**src/sv/lnp_pkg.sv**
```systemverilog
`timescale 1ns / 1ps

package lnp_pkg;

    localparam int FIFO_DEPTH = 4;

    localparam logic [7:0] EXT_ESCAPE        = 8'd0;
    localparam logic [7:0] STD_ADVANCE_PC    = 8'd2;
    localparam logic [7:0] EXT_SET_ADDRESS   = 8'd2;
    localparam logic [7:0] SET_ADDR_LONG_LEN = 8'd9;

    localparam logic [3:0] ADDR_BYTES_LONG  = 4'd8;
    localparam logic [3:0] ADDR_BYTES_SHORT = 4'd4;

    localparam logic [7:0] RST_MIN_INST    = 8'd1;
    localparam logic [7:0] RST_LINE_BASE   = 8'hFB;
    localparam logic [7:0] RST_LINE_RANGE  = 8'd14;
    localparam logic [7:0] RST_OPCODE_BASE = 8'd13;

    localparam logic [31:0] LINE_START = 32'd1;

    localparam logic [1:0] REG_MIN_INST    = 2'd0;
    localparam logic [1:0] REG_LINE_BASE   = 2'd1;
    localparam logic [1:0] REG_LINE_RANGE  = 2'd2;
    localparam logic [1:0] REG_OPCODE_BASE = 2'd3;

    localparam logic KIND_ROW    = 1'b0;
    localparam logic KIND_NOTICE = 1'b1;

    typedef enum logic [2:0] {
        PH_OPCODE,
        PH_EXT_LEN,
        PH_EXT_OP,
        PH_ADDR,
        PH_ADV
    } t_phase;

    typedef enum logic [2:0] {
        OP_NOP,
        OP_SPECIAL,
        OP_NOTICE,
        OP_ADV,
        OP_ADDR_CLR,
        OP_ADDR_BYTE
    } t_op;

    typedef enum logic [1:0] {
        BS_IDLE,
        BS_DIV,
        BS_UPD
    } t_bstate;

    // command handed from the classifier to the executer
    typedef struct packed {
        logic       start;
        t_op        op;
        logic [7:0] data;   // adj, notice number, advance or address byte
        logic [2:0] shift;  // byte lane of an address byte
        logic       last;   // final address byte: emit a row
    } t_cmd;

endpackage

```
**src/sv/lnp_fifo.sv**
```systemverilog
`timescale 1ns / 1ps

module lnp_fifo #(
    parameter int DEPTH = lnp_pkg::FIFO_DEPTH
) (
    input  logic         i_clk,
    input  logic         i_rst_n,
    input  logic         i_push,
    input  lnp_pkg::t_cmd i_data,
    output logic         o_full,
    input  logic         i_pop,
    output lnp_pkg::t_cmd o_data,
    output logic         o_empty
);

    localparam int PW = $clog2(DEPTH);

    lnp_pkg::t_cmd r_mem [DEPTH];
    logic [PW-1:0] r_wptr;
    logic [PW-1:0] r_rptr;
    logic [PW:0]   r_count;

    assign o_full  = (r_count == (PW+1)'(DEPTH));
    assign o_empty = (r_count == '0);
    assign o_data  = r_mem[r_rptr];

    always_ff @(posedge i_clk) begin
        if (i_push) begin
            r_mem[r_wptr] <= i_data;
        end
    end

    always_ff @(posedge i_clk) begin
        if (!i_rst_n) begin
            r_wptr  <= '0;
            r_rptr  <= '0;
            r_count <= '0;
        end else begin
            if (i_push) begin
                r_wptr <= r_wptr + 1'b1;
            end
            if (i_pop) begin
                r_rptr <= r_rptr + 1'b1;
            end
            if (i_push && !i_pop) begin
                r_count <= r_count + 1'b1;
            end else if (i_pop && !i_push) begin
                r_count <= r_count - 1'b1;
            end
        end
    end

endmodule

```
**src/sv/lnp_front.sv**
```systemverilog
`timescale 1ns / 1ps

module lnp_front (
    input  logic          i_clk,
    input  logic          i_rst_n,
    input  logic          i_valid,
    output logic          o_ready,
    input  logic [7:0]    i_byte,
    input  logic          i_start,
    input  logic [7:0]    i_opcode_base,
    input  logic          i_full,
    output logic          o_push,
    output lnp_pkg::t_cmd o_cmd
);

    lnp_pkg::t_phase r_phase, n_phase, w_phase;
    logic [7:0] r_ext_len, n_ext_len;
    logic [3:0] r_bytes_left, n_bytes_left;
    logic [2:0] r_shift, n_shift;

    assign o_ready = !i_full;
    assign o_push  = i_valid && !i_full;
    assign w_phase = i_start ? lnp_pkg::PH_OPCODE : r_phase;

    // next state
    always_comb begin
        n_phase      = w_phase;
        n_ext_len    = r_ext_len;
        n_bytes_left = r_bytes_left;
        n_shift      = r_shift;
        unique case (w_phase)
            lnp_pkg::PH_EXT_LEN: begin
                n_ext_len = i_byte;
                n_phase   = lnp_pkg::PH_EXT_OP;
            end
            lnp_pkg::PH_EXT_OP: begin
                if (i_byte == lnp_pkg::EXT_SET_ADDRESS) begin
                    n_bytes_left = (r_ext_len == lnp_pkg::SET_ADDR_LONG_LEN)
                                 ? lnp_pkg::ADDR_BYTES_LONG : lnp_pkg::ADDR_BYTES_SHORT;
                    n_shift      = '0;
                    n_phase      = lnp_pkg::PH_ADDR;
                end else begin
                    n_phase = lnp_pkg::PH_OPCODE;
                end
            end
            lnp_pkg::PH_ADDR: begin
                n_bytes_left = r_bytes_left - 1'b1;
                n_shift      = r_shift + 1'b1;
                n_phase      = (r_bytes_left == 4'd1) ? lnp_pkg::PH_OPCODE : lnp_pkg::PH_ADDR;
            end
            lnp_pkg::PH_ADV: begin
                n_phase = lnp_pkg::PH_OPCODE;
            end
            default: begin
                if (i_byte == lnp_pkg::EXT_ESCAPE) begin
                    n_phase = lnp_pkg::PH_EXT_LEN;
                end else if (i_byte < i_opcode_base && i_byte == lnp_pkg::STD_ADVANCE_PC) begin
                    n_phase = lnp_pkg::PH_ADV;
                end else begin
                    n_phase = lnp_pkg::PH_OPCODE;
                end
            end
        endcase
    end

    // command out
    always_comb begin
        o_cmd.start = i_start;
        o_cmd.op    = lnp_pkg::OP_NOP;
        o_cmd.data  = i_byte;
        o_cmd.shift = r_shift;
        o_cmd.last  = (r_bytes_left == 4'd1);
        unique case (w_phase)
            lnp_pkg::PH_EXT_LEN: begin
                o_cmd.op = lnp_pkg::OP_NOP;
            end
            lnp_pkg::PH_EXT_OP: begin
                o_cmd.op = (i_byte == lnp_pkg::EXT_SET_ADDRESS)
                         ? lnp_pkg::OP_ADDR_CLR : lnp_pkg::OP_NOTICE;
            end
            lnp_pkg::PH_ADDR: begin
                o_cmd.op = lnp_pkg::OP_ADDR_BYTE;
            end
            lnp_pkg::PH_ADV: begin
                o_cmd.op = lnp_pkg::OP_ADV;
            end
            default: begin
                if (i_byte == lnp_pkg::EXT_ESCAPE) begin
                    o_cmd.op = lnp_pkg::OP_NOP;
                end else if (i_byte < i_opcode_base) begin
                    o_cmd.op = (i_byte == lnp_pkg::STD_ADVANCE_PC)
                             ? lnp_pkg::OP_NOP : lnp_pkg::OP_NOTICE;
                end else begin
                    o_cmd.op   = lnp_pkg::OP_SPECIAL;
                    o_cmd.data = i_byte - i_opcode_base;
                end
            end
        endcase
    end

    always_ff @(posedge i_clk) begin
        if (!i_rst_n) begin
            r_phase      <= lnp_pkg::PH_OPCODE;
            r_ext_len    <= '0;
            r_bytes_left <= '0;
            r_shift      <= '0;
        end else if (o_push) begin
            r_phase      <= n_phase;
            r_ext_len    <= n_ext_len;
            r_bytes_left <= n_bytes_left;
            r_shift      <= n_shift;
        end
    end

endmodule

```
**src/sv/lnp_back.sv**
```systemverilog
`timescale 1ns / 1ps

module lnp_back (
    input  logic          i_clk,
    input  logic          i_rst_n,
    input  lnp_pkg::t_cmd i_cmd,
    input  logic          i_empty,
    output logic          o_pop,
    input  logic [7:0]    i_min_inst,
    input  logic [7:0]    i_line_base,
    input  logic [7:0]    i_line_range,
    output logic          o_valid,
    input  logic          i_ready,
    output logic          o_kind,
    output logic [63:0]   o_addr,
    output logic [31:0]   o_line,
    output logic [7:0]    o_bad
);

    // one restoring step of the 8-bit divide
    function automatic logic [15:0] div_step(input logic [7:0] rem, input logic [7:0] quo,
                                             input logic [7:0] d);
        logic [8:0] t;
        logic [8:0] diff;
        t    = {rem, quo[7]};
        diff = t - {1'b0, d};
        if (t >= {1'b0, d}) begin
            return {diff[7:0], quo[6:0], 1'b1};
        end
        return {t[7:0], quo[6:0], 1'b0};
    endfunction

    lnp_pkg::t_bstate r_state, n_state;
    logic [63:0] r_addr;
    logic [31:0] r_line;
    logic [7:0]  r_quo;
    logic [7:0]  r_rem;
    logic [1:0]  r_cnt;
    logic        r_out_valid;
    logic        r_out_kind;
    logic [63:0] r_out_addr;
    logic [31:0] r_out_line;
    logic [7:0]  r_out_bad;

    logic [7:0]  w_div;
    logic [15:0] w_step1, w_step2;
    logic [63:0] w_base_addr, w_addr_or, w_upd_addr;
    logic [31:0] w_base_line, w_upd_line;
    logic [15:0] w_prod;
    logic        w_slot_free;
    logic        w_emit;

    assign w_div       = (i_line_range == '0) ? 8'd1 : i_line_range;
    assign w_step1     = div_step(r_rem, r_quo, w_div);
    assign w_step2     = div_step(w_step1[15:8], w_step1[7:0], w_div);
    assign w_base_addr = i_cmd.start ? '0 : r_addr;
    assign w_base_line = i_cmd.start ? lnp_pkg::LINE_START : r_line;
    assign w_addr_or   = w_base_addr | (64'(i_cmd.data) << {i_cmd.shift, 3'b000});
    assign w_prod      = i_min_inst * r_quo;
    assign w_upd_addr  = r_addr + 64'(w_prod);
    assign w_upd_line  = r_line + {{24{i_line_base[7]}}, i_line_base} + {24'd0, r_rem};
    assign w_slot_free = !r_out_valid || i_ready;

    // a beat is loaded into the output register this cycle
    assign w_emit = ((r_state == lnp_pkg::BS_IDLE) && o_pop
                     && ((i_cmd.op == lnp_pkg::OP_NOTICE)
                         || ((i_cmd.op == lnp_pkg::OP_ADDR_BYTE) && i_cmd.last)))
                  || (r_state == lnp_pkg::BS_UPD);

    // next state
    always_comb begin
        n_state = r_state;
        unique case (r_state)
            lnp_pkg::BS_IDLE: begin
                if (o_pop && i_cmd.op == lnp_pkg::OP_SPECIAL) begin
                    n_state = lnp_pkg::BS_DIV;
                end
            end
            lnp_pkg::BS_DIV: begin
                if (r_cnt == 2'd3) begin
                    n_state = lnp_pkg::BS_UPD;
                end
            end
            lnp_pkg::BS_UPD: begin
                n_state = lnp_pkg::BS_IDLE;
            end
            default: begin
                n_state = lnp_pkg::BS_IDLE;
            end
        endcase
    end

    // outputs
    always_comb begin
        o_pop = (r_state == lnp_pkg::BS_IDLE) && !i_empty && w_slot_free;
    end

    assign o_valid = r_out_valid;
    assign o_kind  = r_out_kind;
    assign o_addr  = r_out_addr;
    assign o_line  = r_out_line;
    assign o_bad   = r_out_bad;

    always_ff @(posedge i_clk) begin
        if (!i_rst_n) begin
            r_state     <= lnp_pkg::BS_IDLE;
            r_addr      <= '0;
            r_line      <= lnp_pkg::LINE_START;
            r_out_valid <= 1'b0;
            r_cnt       <= '0;
        end else begin
            r_state <= n_state;
            if (w_emit) begin
                r_out_valid <= 1'b1;
            end else if (i_ready) begin
                r_out_valid <= 1'b0;
            end
            unique case (r_state)
                lnp_pkg::BS_IDLE: begin
                    if (o_pop) begin
                        r_line <= w_base_line;
                        unique case (i_cmd.op)
                            lnp_pkg::OP_NOTICE: begin
                                r_addr      <= w_base_addr;
                                r_out_kind  <= lnp_pkg::KIND_NOTICE;
                                r_out_addr  <= '0;
                                r_out_line  <= '0;
                                r_out_bad   <= i_cmd.data;
                            end
                            lnp_pkg::OP_ADV: begin
                                r_addr <= w_base_addr + 64'(i_cmd.data);
                            end
                            lnp_pkg::OP_ADDR_CLR: begin
                                r_addr <= '0;
                            end
                            lnp_pkg::OP_ADDR_BYTE: begin
                                r_addr <= w_addr_or;
                                if (i_cmd.last) begin
                                    r_out_kind  <= lnp_pkg::KIND_ROW;
                                    r_out_addr  <= w_addr_or;
                                    r_out_line  <= w_base_line;
                                    r_out_bad   <= '0;
                                end
                            end
                            lnp_pkg::OP_SPECIAL: begin
                                r_addr <= w_base_addr;
                                r_quo  <= i_cmd.data;
                                r_rem  <= '0;
                                r_cnt  <= '0;
                            end
                            default: begin
                                r_addr <= w_base_addr;
                            end
                        endcase
                    end
                end
                lnp_pkg::BS_DIV: begin
                    r_rem <= w_step2[15:8];
                    r_quo <= w_step2[7:0];
                    r_cnt <= r_cnt + 1'b1;
                end
                lnp_pkg::BS_UPD: begin
                    r_addr      <= w_upd_addr;
                    r_line      <= w_upd_line;
                    r_out_kind  <= lnp_pkg::KIND_ROW;
                    r_out_addr  <= w_upd_addr;
                    r_out_line  <= w_upd_line;
                    r_out_bad   <= '0;
                end
                default: begin
                end
            endcase
        end
    end

endmodule

```
**src/sv/line_number_program_decoder.sv**
```systemverilog
`timescale 1ns / 1ps

// Line-program decoder. Program bytes arrive one per beat on the s_axis
// channel (tdata = program byte, tuser = start mark that clears address and
// line and restarts opcode parsing). Rows and opcode notices leave on the
// m_axis channel: tuser is the kind (0 row, 1 notice), tdata carries the row
// address, row line and notice number. The four decode registers sit on the
// APB port; the user must write them only while no byte is in flight; the
// block itself does not enforce this. A front stage classifies each byte
// against the parse phase at one byte a cycle while the queue is not full
// and queues a command; the back stage executes commands in order and loads
// results into the output register. A special opcode runs a divide by the
// line range (2 quotient bits a cycle) and the address/line update before
// the next command is taken. A stalled m_axis output holds its beat; the
// command queue keeps accepting bytes until it fills, then s_axis tready
// drops. Reset restores the register defaults, address 0, line 1, opcode
// phase, and empties the queue and the output stage.

module line_number_program_decoder #(
    parameter int FIFO_DEPTH = lnp_pkg::FIFO_DEPTH
) (
    input  logic         i_clk,
    input  logic         i_rst_n,
    input  logic         i_s_axis_tvalid,
    output logic         o_s_axis_tready,
    input  logic [7:0]   i_s_axis_tdata,   // [7:0] data_byte
    input  logic         i_s_axis_tuser,   // [0] program_start
    output logic         o_m_axis_tvalid,
    input  logic         i_m_axis_tready,
    output logic [103:0] o_m_axis_tdata,   // [63:0] row_address, [95:64] row_line,
                                           // [103:96] bad_opcode
    output logic         o_m_axis_tuser,   // [0] kind
    input  logic         psel,
    input  logic         penable,
    input  logic         pwrite,
    input  logic [3:0]   paddr,
    input  logic [31:0]  pwdata,
    output logic [31:0]  prdata,
    output logic         pready
);

    logic [7:0] r_min_inst;
    logic [7:0] r_line_base;
    logic [7:0] r_line_range;
    logic [7:0] r_opcode_base;

    lnp_pkg::t_cmd w_push_cmd, w_pop_cmd;
    logic w_push, w_pop, w_full, w_empty;
    logic        w_kind;
    logic [63:0] w_addr;
    logic [31:0] w_line;
    logic [7:0]  w_bad;

    assign pready = 1'b1;

    always_ff @(posedge i_clk) begin
        if (!i_rst_n) begin
            r_min_inst    <= lnp_pkg::RST_MIN_INST;
            r_line_base   <= lnp_pkg::RST_LINE_BASE;
            r_line_range  <= lnp_pkg::RST_LINE_RANGE;
            r_opcode_base <= lnp_pkg::RST_OPCODE_BASE;
        end else if (psel && penable && pwrite && pready) begin
            unique case (paddr[3:2])
                lnp_pkg::REG_MIN_INST:    r_min_inst    <= pwdata[7:0];
                lnp_pkg::REG_LINE_BASE:   r_line_base   <= pwdata[7:0];
                lnp_pkg::REG_LINE_RANGE:  r_line_range  <= pwdata[7:0];
                lnp_pkg::REG_OPCODE_BASE: r_opcode_base <= pwdata[7:0];
                default: begin
                end
            endcase
        end
    end

    always_comb begin
        unique case (paddr[3:2])
            lnp_pkg::REG_MIN_INST:    prdata = {24'd0, r_min_inst};
            lnp_pkg::REG_LINE_BASE:   prdata = {24'd0, r_line_base};
            lnp_pkg::REG_LINE_RANGE:  prdata = {24'd0, r_line_range};
            lnp_pkg::REG_OPCODE_BASE: prdata = {24'd0, r_opcode_base};
            default:                  prdata = '0;
        endcase
    end

    lnp_front u_front (
        .i_clk         (i_clk),
        .i_rst_n       (i_rst_n),
        .i_valid       (i_s_axis_tvalid),
        .o_ready       (o_s_axis_tready),
        .i_byte        (i_s_axis_tdata),
        .i_start       (i_s_axis_tuser),
        .i_opcode_base (r_opcode_base),
        .i_full        (w_full),
        .o_push        (w_push),
        .o_cmd         (w_push_cmd)
    );

    lnp_fifo #(
        .DEPTH (FIFO_DEPTH)
    ) u_fifo (
        .i_clk   (i_clk),
        .i_rst_n (i_rst_n),
        .i_push  (w_push),
        .i_data  (w_push_cmd),
        .o_full  (w_full),
        .i_pop   (w_pop),
        .o_data  (w_pop_cmd),
        .o_empty (w_empty)
    );

    lnp_back u_back (
        .i_clk        (i_clk),
        .i_rst_n      (i_rst_n),
        .i_cmd        (w_pop_cmd),
        .i_empty      (w_empty),
        .o_pop        (w_pop),
        .i_min_inst   (r_min_inst),
        .i_line_base  (r_line_base),
        .i_line_range (r_line_range),
        .o_valid      (o_m_axis_tvalid),
        .i_ready      (i_m_axis_tready),
        .o_kind       (w_kind),
        .o_addr       (w_addr),
        .o_line       (w_line),
        .o_bad        (w_bad)
    );

    assign o_m_axis_tdata = {w_bad, w_line, w_addr};
    assign o_m_axis_tuser = w_kind;

`ifndef SYNTHESIS
    a_pop_nonempty: assert property (@(posedge i_clk) disable iff (!i_rst_n)
        w_pop |-> !w_empty)
        else $error("command popped from empty queue");

    a_notice_clean: assert property (@(posedge i_clk) disable iff (!i_rst_n)
        (o_m_axis_tvalid && o_m_axis_tuser == lnp_pkg::KIND_NOTICE)
            |-> o_m_axis_tdata[95:0] == '0)
        else $error("notice carries row fields");

    a_row_clean: assert property (@(posedge i_clk) disable iff (!i_rst_n)
        (o_m_axis_tvalid && o_m_axis_tuser == lnp_pkg::KIND_ROW)
            |-> o_m_axis_tdata[103:96] == '0)
        else $error("row carries an opcode number");

    a_queue_bounded: assert property (@(posedge i_clk) disable iff (!i_rst_n)
        (w_full && !w_pop) |=> w_full)
        else $error("queue drained without a pop");
`endif

endmodule

```
**config.mk**
```make
export PLATFORM = sky130hd
export DESIGN_NAME = line_number_program_decoder
export DESIGN_NICKNAME = d
export VERILOG_FILES = /design/src/sv/lnp_pkg.sv /design/src/sv/lnp_fifo.sv /design/src/sv/lnp_front.sv /design/src/sv/lnp_back.sv /design/src/sv/line_number_program_decoder.sv
export SDC_FILE = /design/constraint.sdc
export NUM_CORES = 1
export LEC_CHECK = 0
export ABC_AREA = 1
export BUFFER_PORTS_ARGS = -buffer_cell sky130_fd_sc_hd__clkbuf_2
export CORE_MARGIN = 5
export CORE_UTILIZATION = 35
export DETAILED_ROUTE_END_ITERATION = 16
export PLACE_DENSITY_LB_ADDON = 0.3
export SLEW_MARGIN = 5
export SYNTH_ARGS = -nofsm -noshare
export SYNTH_HDL_FRONTEND = slang
export SYNTH_SLANG_ARGS = --single-unit
export TNS_END_PERCENT = 30
```
**constraint.sdc**
```tcl
create_clock -name i_clk -period 13.3 [get_ports i_clk]
set_input_delay 1.33 -clock i_clk [delete_from_list [all_inputs] [get_ports i_clk]]
set_output_delay 1.33 -clock i_clk [all_outputs]
set_load 0.005 [all_outputs]
```
### Word level (Yosys, flattened, before mapping)

Memory sizes are Yosys's and may differ from the RTL's. A register that Yosys moved wholly into a read port is not among the register bits.
Cells that the tools add are included.

| storage, ports and cells | value |
|---|---|
| bits in registers | 279 |
| bits in writable memories | 64 |
| input bits | 52 |
| output and inout bits | 140 |
| word-level logic and storage cells | 181 |
| memories | 1 |

Memories:

| name | depth | width | rd ports | clocked after memory_dff | wr ports | RTL line | RTL |
|---|---|---|---|---|---|---|---|
| u_fifo.r_mem | 4 | 16 | 1 | 1 | 1 | lnp_fifo.sv:18 | `lnp_pkg::t_cmd r_mem [DEPTH];` |

| cells by class | value |
|---|---|
| $add $sub $neg | 14 |
| multiply operators | 1 |
| order comparisons | 3 |
| equal/unequal tests | 26 |
| shift operators | 1 |
| mux-type cells | 70 |
| bitwise operators | 1 |
| reduce and logical (&&, ||, !) cells | 42 |

Operators with widths:

| operator | count |
|---|---|
| 64-bit case mux with 2 select lines | 3 |
| 64-bit 2-to-1 mux | 4 |
| 32-bit case mux with 2 select lines | 3 |
| 64-bit case mux with 3 select lines | 1 |
| 32-bit 2-to-1 mux | 4 |
| 32-bit case mux with 4 select lines | 1 |
| 8-bit 2-to-1 mux | 10 |
| 64-bit by 16-bit adder with 64-bit output | 1 |
| 64-bit by 8-bit adder with 64-bit output | 1 |
| 16-bit 2-to-1 mux | 4 |
| 64-bit bitwise OR | 1 |
| 8-bit case mux with 2 select lines | 4 |
| 8-bit by 6-bit << shifter with 64-bit output | 1 |
| 32-bit adder | 1 |
| 32-bit by 8-bit adder with 32-bit output | 1 |
| 3-bit 2-to-1 mux | 9 |
| 3-bit case mux with 4 select lines | 2 |
| 8-bit subtractor | 3 |
| 9-bit by 8-bit >= comparator with 1-bit output | 2 |
| 2-bit 2-to-1 mux | 9 |
| 8-bit logical NOT | 2 |
| 8-bit by 8-bit multiplier with 16-bit output | 1 |
| 2-bit AND reduction | 7 |
| 3-bit by 2-bit == test with 1-bit output (second input constant) | 4 |
| other kinds (32) | 79 |

### Depth between registers and ports, before layout

Gate-level depths: netlist (run 1).

| depth | value |
|---|---|
| depth in word-level cells | 9 |
| mapped depth | 30 |
| gate-level depth less buffers | 27 |

### Modules after synthesis

A second synthesis (run 1) with hierarchy kept.

| unflattened totals | value |
|---|---|
| cell total of the unflattened synthesis | 4324 |
| area, all modules | 28498.6 um^2 |

Modules (own cells, without submodules):

| module | instances | cells an instance | area each (um^2) | sequential area each (um^2) |
|---|---|---|---|---|
| lnp_back | 1 | 3565 | 22266.4 | 5655.4 |
| lnp_fifo | 1 | 212 | 2797.7 | 2102.0 |
| lnp_front | 1 | 297 | 1747.9 | 360.3 |
| line_number_program_decoder | 1 | 250 | 1686.6 | 640.6 |

### Worst setup path after synthesis (run 1)

No wires, ideal clock.

| timing | value |
|---|---|
| path kind | in2reg |
| from | input port i_m_axis_tready |
| to | register u_back.r_out_addr[0] (netlist: u_back.o_addr[0]) (enable) |
| setup time | 0.569 ns |
| arrival time | 6.442 ns |
| data required time | 12.731 ns |
| setup slack | 6.288 ns |
| stages | 6 |
| buffers on the path | 0 |
| path through | nor2_1 nor3_1 inv_1 a21oi_1 nor2_1 nor2_1 |

| between the ends | value |
|---|---|
| cells in the longest elaborated chain, start to end | 4 |

Ends and longest elaborated chain:

| element | RTL line | RTL |
|---|---|---|
| start: declaration | line_number_program_decoder.sv:29 | `input logic i_m_axis_tready,` |
| 1-bit logical OR | lnp_back.sv:62 | `assign w_slot_free = !r_out_valid \|\| i_ready;` |
| 1-bit logical AND | lnp_back.sv:95 | `o_pop = (r_state == lnp_pkg::BS_IDLE) && !i_empty && w_slot_free;` |
| 2-bit by 1-bit inequality test with 1-bit output (no line) | n/a |  |
| 5-bit AND reduction (no line) | n/a |  |
| end signal: assignment | lnp_back.sv:140 | `r_out_addr <= w_addr_or;` |
| end signal: assignment | lnp_back.sv:166 | `r_out_addr <= w_upd_addr;` |
| end: declaration | lnp_back.sv:41 | `logic [63:0] r_out_addr;` |

Every way passes these cells.
A chain may end at the register's enable or synchronous reset.

### Final worst setup path (run 1)

| timing | value |
|---|---|
| from | register r_min_inst[4] |
| to | register u_back.r_out_addr[55] (netlist: u_back.o_addr[55]), data pin |

| between the ends | value |
|---|---|
| cells in the longest elaborated chain, start to end | 3 |

Ends and longest elaborated chain:

| element | RTL line | RTL |
|---|---|---|
| start: declaration | line_number_program_decoder.sv:42 | `logic [7:0] r_min_inst;` |
| start signal: assignment | line_number_program_decoder.sv:58 | `r_min_inst <= lnp_pkg::RST_MIN_INST;` |
| start signal: assignment | line_number_program_decoder.sv:64 | `lnp_pkg::REG_MIN_INST: r_min_inst <= pwdata[7:0];` |
| 8-bit by 8-bit multiplier with 16-bit output | lnp_back.sv:59 | `assign w_prod = i_min_inst * r_quo;` |
| 64-bit by 16-bit adder with 64-bit output | lnp_back.sv:60 | `assign w_upd_addr = r_addr + 64'(w_prod);` |
| 64-bit case mux with 2 select lines | lnp_back.sv:118 | `unique case (r_state)` |

Every way passes these cells.

==> impl_summary.md, run 1 <==
Run status
The run finished with clean final reports.

Route
The total detailed-routing wirelength is 97.4 mm. The detailed router placed 26,500 vias in this run. The number of nets still failing antenna checks after routing is 0. The pre-antenna-repair detailed-routing pass consisted of 6 iterations. The first routing iteration left 2,357 violations. For this run, design rule violations remaining after detail routing come to 0.

The per-cell routed wire length is 19.2 microns. The via density per instance is between 5 and 6.

STA
The setup TNS is 0 ns. Across all hold checks on the routed design, the worst slack comes to 0.464 ns. The final number of hold-violating endpoints is 0. The number of setup violations in the final report is 0. The number of max-slew violations in the final report was 0.

The final critical-path share of the clock period is 0.465. The slew at the pin closest to its max-slew limit is 1.18 ns. Setup repair after global routing left no endpoint under its margin. Headroom to the max-slew limit came out at 0.213.

The minimum period implied by the final worst setup slack is 6.19 ns. The highest achievable clock rate is around 160 MHz. The clock skew after layout is 0.0445 ns.

Die
The floorplan die height is 288 microns. From left edge to right edge, the die measures 288 microns. For this configuration, the core starts out at a cell density of 0.351. The core region is 77,200 sq um. The I/O pin total is 192.

The floorplan has 102 rows. The overall die area is 83,200 sq um.

Critical path
Counting both buffers and inverters, the worst setup path holds a total of 3. Among all stages on the critical path, the largest delay is contributed by o21ai_0. STA classifies the critical path endpoint as a register.

In this run the register-to-register setup slack is 7.11 ns. The required time of the critical path is between 10 and 15 ns. Walking the worst path, the cells encountered are nand2_1 -> fa_1 -> inv_1 -> fa_1 -> ha_1 -> inv_1 -> fa_1 -> fa_1 -> inv_1 -> nand3_1 -> nand2_1 -> a21boi_0 -> o21ai_0 -> a21oi_1 -> nor2_1 -> nand2_1 -> xnor2_1 -> nand2_1 -> nand2_1.

The endpoint arrival time on the critical path is 6.52 ns. By startpoint and endpoint, the worst setup path is classified as reg2reg. STA classifies the critical path startpoint as a register. The largest stage delay on the critical path is 0.89 ns. The cell repeated most along the worst path is nand2_1. Along the worst path, the maximum fanout reaches 10. On the critical path the largest part of the delay comes from adder cells.

Synth
After synthesis the netlist holds a flip-flop and latch count of 345. The synthesized netlist occupies a cell area of 27,100 sq um. The Yosys warning count is 0. Counting flops with an async set or reset pin after synthesis yields a share of 0. Averaged over all synthesized cells, the footprint is a little under 7 sq um.

Among all flip-flop cells after synthesis, the most frequent one is edfxtp_1. The share of the yosys chip area belonging to registers is 0.323. Synthesis handed over a netlist of approximately 4,000 instances. Counting flops with a built-in enable in the synthesized netlist gives 185.

The count of cell types in the netlist is 60.

Cells and area
In the final layout, the share of cells above drive strength 1 is 0.0784. The core utilization of the finished layout is 0.391. Leaving out fill and tap cells, the most frequent cell in the layout is nand2_1.

The number of filler cells placed in the layout is 8,200. The net count of the finished layout is 4,247. The top cell types in the final layout, fill and taps aside, are nand2_1, inv_1, nor2_1, nand3_1, o21ai_0. Once layout is done, the placed cells without fillers occupy 30,200 sq um.

The area growth from synthesis to layout is 11.2%.

Placement
The last weighted congestion value of the routability-driven placer is 1.00. After detailed placement, the total cell area comes to roughly 29,000 sq um. Summed over all nets, the half-perimeter wirelength after detailed placement is 71.7 mm. The count of port buffers added during placement is between 100 and 150.

Pwr
The share of total power dissipated in the clock network is 0.210. IR analysis of the VDD net gives a maximum drop of 145 uV. The sequential group share of total power is 0.257. The leakage power figure is 13.9 nW. For this design the total switching power over the nets is 0.00314 W. The power per unit of standard cell area is about 210 nW/um^2.

The post-route total power is 0.00632 W. The switching fraction of total power is 0.497. The relative contribution of combinational cells to total power is 0.533. The cell internal power dissipation is 0.00318 W.

Global route
The global-route congestion overflow total is 0. The maximum number of pins on one net before global-route repair is 108. The global-route usage over all layers is 0.228. The number of antenna violations at the first check in global routing was 5. The first global-routing pass estimated 147 mm of wire. The via count of the first global-routing pass was 24,700.

Clock network
Once the clock tree was built, the resizer swapped 0 gates to a different size. Clock tree synthesis found a total of 345 sinks. The H-tree level count is 2.

CTS placed an instance of clkbuf_16 at the clock tree root. Counting along the longest clock path gives a buffer depth of 3. The number of clock buffers added by TritonCTS is 43. TritonCTS built the clock tree.

After clock tree synthesis, the setup repair step added 0 buffers. At the later pin of the worst-skew pair, clock insertion delay measures 0.61 ns. The clock slew seen by the registers of the worst setup and hold paths is 0.06 ns. The number of buffers added to fix hold violations after cts is 0.

Flow run
Across the run, the number of max-cap violations was 0.

Worst hold path
The worst min-delay path category is reg2reg.
area by class of cell:
| cell class | instances | area, sq um | area share |
|---|---|---|---|
| Multi-Input combinational cell | 2845 | 15400 | 0.509 |
| Sequential cell | 345 | 8760 | 0.290 |
| Inverter | 594 | 2230 | 0.0741 |
| Tap cell | 1040 | 1300 | 0.0431 |
| Clock buffer | 47 | 1110 | 0.0368 |
| Timing Repair Buffer | 167 | 906 | 0.0300 |
| Clock inverter | 33 | 480 | 0.0159 |
| Antenna cell | 3 | 7.51 | 0.000249 |
stage by stage:
stage	setup WS (ns)	cells
detailed placement	7.23	4991
floorplan	6.29	3978
global placement	7.24	4991
global route	6.88	5071
CTS	7.21	5071
finish	7.11	5074
flip-flops by register name, indices dropped and copies added (netlist names), 32 cells and up, named ones only:
name / flops
u_fifo.r_mem: 64
u_back.o_addr: 64
u_back.r_line: 32
u_back.r_addr: 64
u_back.o_line: 32
cell families after synthesis:
logic type / count (synthesis) / share of synthesized area
AND/OR/NAND/NOR: 1828 / 0.285
buffers and inverters: 788 / 0.116
AO/OA/AOI/OAI: 731 / 0.147
flip-flops: 345 / 0.323
adder cells (fa/ha/maj): 199 / 0.109
XOR/XNOR: 62 / 0.0200
other: 2 / 0.000277
metal layers:
| metal | track usage | part of all wire | vias up |
|---|---|---|---|
| met5 | 0 | 0.00017 | - |
| met4 | 0.0773 | 0.037 | 2 |
| met3 | 0.0413 | 0.081 | 199 |
| met2 | 0.359 | 0.44 | 1019 |
| met1 | 0.315 | 0.44 | 12300 |
| li1 | - | - | 13000 |
worst paths after layout:
path,to,from,depth (start not counted)
setup / recovery,u_back.o_addr[55],r_min_inst[4],19
hold / removal,u_back.r_cnt[0],u_back.r_cnt[0],1
hold reg to reg,u_back.r_cnt[0],u_back.r_cnt[0],1
setup reg to reg,u_back.o_addr[55],r_min_inst[4],19
power by group through the flow:
stage	clock network (W)	registers, W	logic (W)
floorplan	0	0.00152	0.00244
finish	0.00132	0.00163	0.00337
global placement	0	0.00163	0.00329
detailed placement	0	0.00163	0.00331
global route	0.00140	0.00164	0.00377
CTS	0.00135	0.00161	0.00333
synthesized netlist by cell type, types with 23 or more instances:
| master | count | area [sq um] |
|---|---|---|
| a31oi_1 | 23 | 144 |
| inv_1 | 578 | 2170 |
| nand2_1 | 932 | 3500 |
| o211ai_1 | 39 | 293 |
| edfxtp_1 | 185 | 5560 |
| ha_1 | 135 | 1690 |
| a21oi_1 | 258 | 1290 |
| nand3_1 | 335 | 1680 |
| nand4_1 | 46 | 288 |
| buf_4 | 27 | 203 |
| buf_2 | 29 | 145 |
| o21ai_0 | 334 | 1670 |
| xor2_1 | 48 | 420 |
| nor2_1 | 386 | 1450 |
| dfxtp_1 | 160 | 3200 |
| nor3_1 | 57 | 285 |
| clkbuf_1 | 115 | 432 |
| fa_1 | 64 | 1280 |
Power figures use the tool's default switching activity.
==> run 2: changes to the inputs <==
==> constraint.sdc (replaced) <==
create_clock -name i_clk -period 5.9 [get_ports i_clk]
set_input_delay 0.59 -clock i_clk [delete_from_list [all_inputs] [get_ports i_clk]]
set_output_delay 0.59 -clock i_clk [all_outputs]
set_load 0.005 [all_outputs]
==> run 2 against run 1 <==
Cell area is 0.57% higher. Highest routed layer unchanged. Critical path depth did not move. Combinational power rose by 130%. Cell count rose by 0.51%. Via count up 1.6%.
==> impl_summary.md, run 2 (same netlist as run 1, synthesis figures left out) <==
Run status
Run status: finished, final reports clean (unchanged).

Flow run
The reported max-cap violation count was 0 (unchanged).

Clock network
The number of buffers added to fix hold violations after cts is 0 (unchanged). The clock tree root driver cell is clkbuf_16 (unchanged). The H-tree level count came to 2 (unchanged). The total of cells resized after clock tree synthesis is 0 (unchanged). The clock slew seen by the registers of the worst setup and hold paths was 0.06 ns (about the same). The clock latency on the worst-skew pair is 0.61 ns (about the same). The clock buffer count from CTS is 43 (unchanged).

The CTS tree is done (unchanged). The buffer depth of the longest clock path is 3 (unchanged). The number of sinks on the clock net is 345 (unchanged). The buffer count from post-CTS setup fixing is 0 (unchanged).

STA
The final number of hold-violating endpoints is 0 (unchanged). The setup TNS is 0 ns (unchanged). Setup repair after global routing missed its margin: false (unchanged).

The final critical-path share of the clock period is 0.936 (was 0.465). The number of max-slew violations in the final report came to 0 (unchanged). The relative slew slack is 0.308 (was 0.213). The highest achievable clock rate is 181 MHz (was 162 MHz). The slew at the pin closest to its max-slew limit is 1.04 ns (was 1.18 ns). The minimum period implied by the final worst setup slack is 5.52 ns (was 6.19 ns). The worst hold-check slack is 0.297 ns (was 0.464 ns). The number of setup violations in the final report is 0 (unchanged). The clock skew after layout was 0.0270 ns (was 0.0445 ns).

Global route
The via count of the first global-routing pass is 25,000 (was 24,700). The global-route wire length before repair is 150 mm (was 147 mm). The global-route congestion overflow total was 0 (unchanged). The number of antenna violations at the first check in global routing is 3 (was 5). The global-route usage over all layers came to 0.233 (was 0.228). The maximum number of pins on one net before global-route repair is 116 (was 108).

Critical path
The critical path capture point type was a register (unchanged). The kind of cell adding the most delay to the critical path is adder cells (unchanged). The capture point of the worst reg-to-reg path is u_back.o_addr[30] (was u_back.o_addr[55]). The critical register-to-register path startpoint is r_min_inst[5] (was r_min_inst[4]). Cell-by-cell trace of the critical path: nand2_1 -> fa_1 -> inv_1 -> fa_1 -> inv_1 -> fa_1 -> fa_1 -> inv_1 -> ha_1 -> nand2_1 -> o21ai_0 -> nor2_1 -> o21ai_0 -> nand2_1 -> nand2_1 -> nand2_1 -> o21ai_0 -> a21oi_1 -> o21bai_1 (was nand2_1 -> fa_1 -> inv_1 -> fa_1 -> ha_1 -> inv_1 -> fa_1 -> fa_1 -> inv_1 -> nand3_1 -> nand2_1 -> a21boi_0 -> o21ai_0 -> a21oi_1 -> nor2_1 -> nand2_1 -> xnor2_1 -> nand2_1 -> nand2_1).

The setup slack on the worst flop-to-flop path is 0.38 ns (was 7.11 ns). The highest fanout seen on the critical path is 10 (unchanged). The cell repeated most along the worst path is nand2_1 (unchanged).

The buffer and inverter count on the worst path is 3 (unchanged). The critical path class was reg2reg (unchanged). The depth of the worst register-to-register path is 19 (unchanged). The type of origin of the critical path is a register (unchanged). The worst-path cell with the longest stage delay was dfxtp_1 (was o21ai_0). The required time of the critical path is 6.23 ns (was 13.63 ns). The endpoint arrival time on the critical path is 5.85 ns (was 6.52 ns). The largest stage delay on the critical path is 0.58 ns (was 0.89 ns).

Die
The overall die area is 83,200 sq um (unchanged). The I/O pin total was 192 (unchanged). The number of placement rows is 102 (unchanged). The floorplan die height is 288 microns (unchanged). The floorplan die width is 288 microns (unchanged). The effective utilization at floorplan is 0.351 (unchanged).

The core area was 77,200 sq um (unchanged).

Placement
The post-DP HPWL is 74.7 mm (was 71.7 mm). The placed cell count is 5,018 (was 4,991). The last weighted congestion value of the routability-driven placer was 0.998 (was 1.00).

The count of port buffers added during placement was 140 (unchanged).

Cells and area
The number of nets at the end of the flow is 4,274 (was 4,247). The count of placed standard cells in the final layout, fillers left out is 5,100 (was 5,074). The fraction of layout cells with a size suffix above 1 was 0.0828 (was 0.0784). The most common cell after layout, fill and taps aside is nand2_1 (unchanged).

The area growth from synthesis to layout is 11.8% (was 11.2%). The core utilization of the finished layout is 0.393 (was 0.391). Leading cell types in the layout, fill and taps excluded: nand2_1, inv_1, nor2_1, nand3_1, o21ai_0 (unchanged).

Pwr
The power per unit of standard cell area was 475 nW/um^2 (was 210 nW/um^2). The maximum resistive drop on vdd is 418 uV (was 145 uV). The post-route total power is 0.0144 W (was 0.00632 W).

The leakage power figure was 14.0 nW (was 13.9 nW).

Route
The via total after detailed routing was 26,900 (was 26,500). The violation count after the first detailed-routing iteration came to 2,572 (was 2,357). The total detailed-routing wirelength is 100 mm (was 97.4 mm). The via density per instance is 5.28 (was 5.22).

The number of nets still failing antenna checks after routing came to 0 (unchanged). The iteration count of the initial detailed-routing pass came to 6 (unchanged). The post-detailed-route DRC marker count is 0 (unchanged). The per-cell routed wire length is 19.7 microns (was 19.2 microns).

Worst hold path
The terminating pin of the worst hold path is u_front.r_ext_len[7] (was u_back.r_cnt[0]). The number of cells on the worst hold path is 3 (was 1). The source of the worst hold timing path is i_s_axis_tdata[7] (was u_back.r_cnt[0]). The worst min-delay path category is in2reg (was reg2reg).
-- run 2: final cells by class --
type                       instances  area [sq um]
antenna                            2          5.00
clock buffer                      48          1100
clock inverter                    32           420
fill                            8261         46900
inverter                         594          2230
multi-input combinational       2845         15400
sequential                       345          8760
tap                             1040          1300
timing repair buffer             194          1150
-- run 2: worst max-delay path by stage --
stage,start,slack [ns],end,cells after the start
6_report,r_min_inst[5],0.38,u_back.o_addr[30],19
5_1_grt,r_min_inst[4],0.09,u_back.o_addr[31],21
4_1_cts,u_back.r_quo[7],0.34,u_back.o_addr[32],18
3_5_place_dp,u_back.r_quo[7],0.33,u_back.o_addr[32],18
3_3_place_gp,u_back.r_quo[7],0.40,u_back.o_addr[32],18
2_1_floorplan,register,1.04,u_back.o_addr[0],14
-- run 2: metal layers --
metal / share of wire / track usage / wire [microns] / vias up
met3: 0.081 / 0.0398 / 8130 / 225
li1: - / - / - / 13000
met4: 0.045 / 0.0968 / 4460 / 2
met2: 0.44 / 0.370 / 44500 / 1129
met1: 0.43 / 0.315 / 43200 / 12500
met5: 0.00013 / 0 / 13 / -
-- run 2: power by group --
part	switching (W)	total, W	internal [W]	leakage (nW)
logic	0.00554	0.00790	0.00236	10.3
clock network	0.00118	0.00287	0.00168	0.721
registers	0.000514	0.00364	0.00313	3.03
total	0.00724	0.0144	0.00717	14.0
-- run 2: worst reg2reg max path: cells and delay by family, from the launching register on --
family	cells	cell delay, ns
flip-flops	1	0.58
AND/OR/NAND/NOR	6	0.95
buffers and inverters	3	0.15
adder cells (fa/ha/maj)	5	2.44
AO/OA/AOI/OAI	5	1.11
-- run 2: through the flow --
stage | setup slack (ns) | area, sq um
5_1_grt | 0.0865 | 30300
6_report | 0.378 | 30300
3_5_place_dp | 0.334 | 28800
2_1_floorplan | 1.04 | 27200
3_3_place_gp | 0.404 | 28800
4_1_cts | 0.341 | 30300
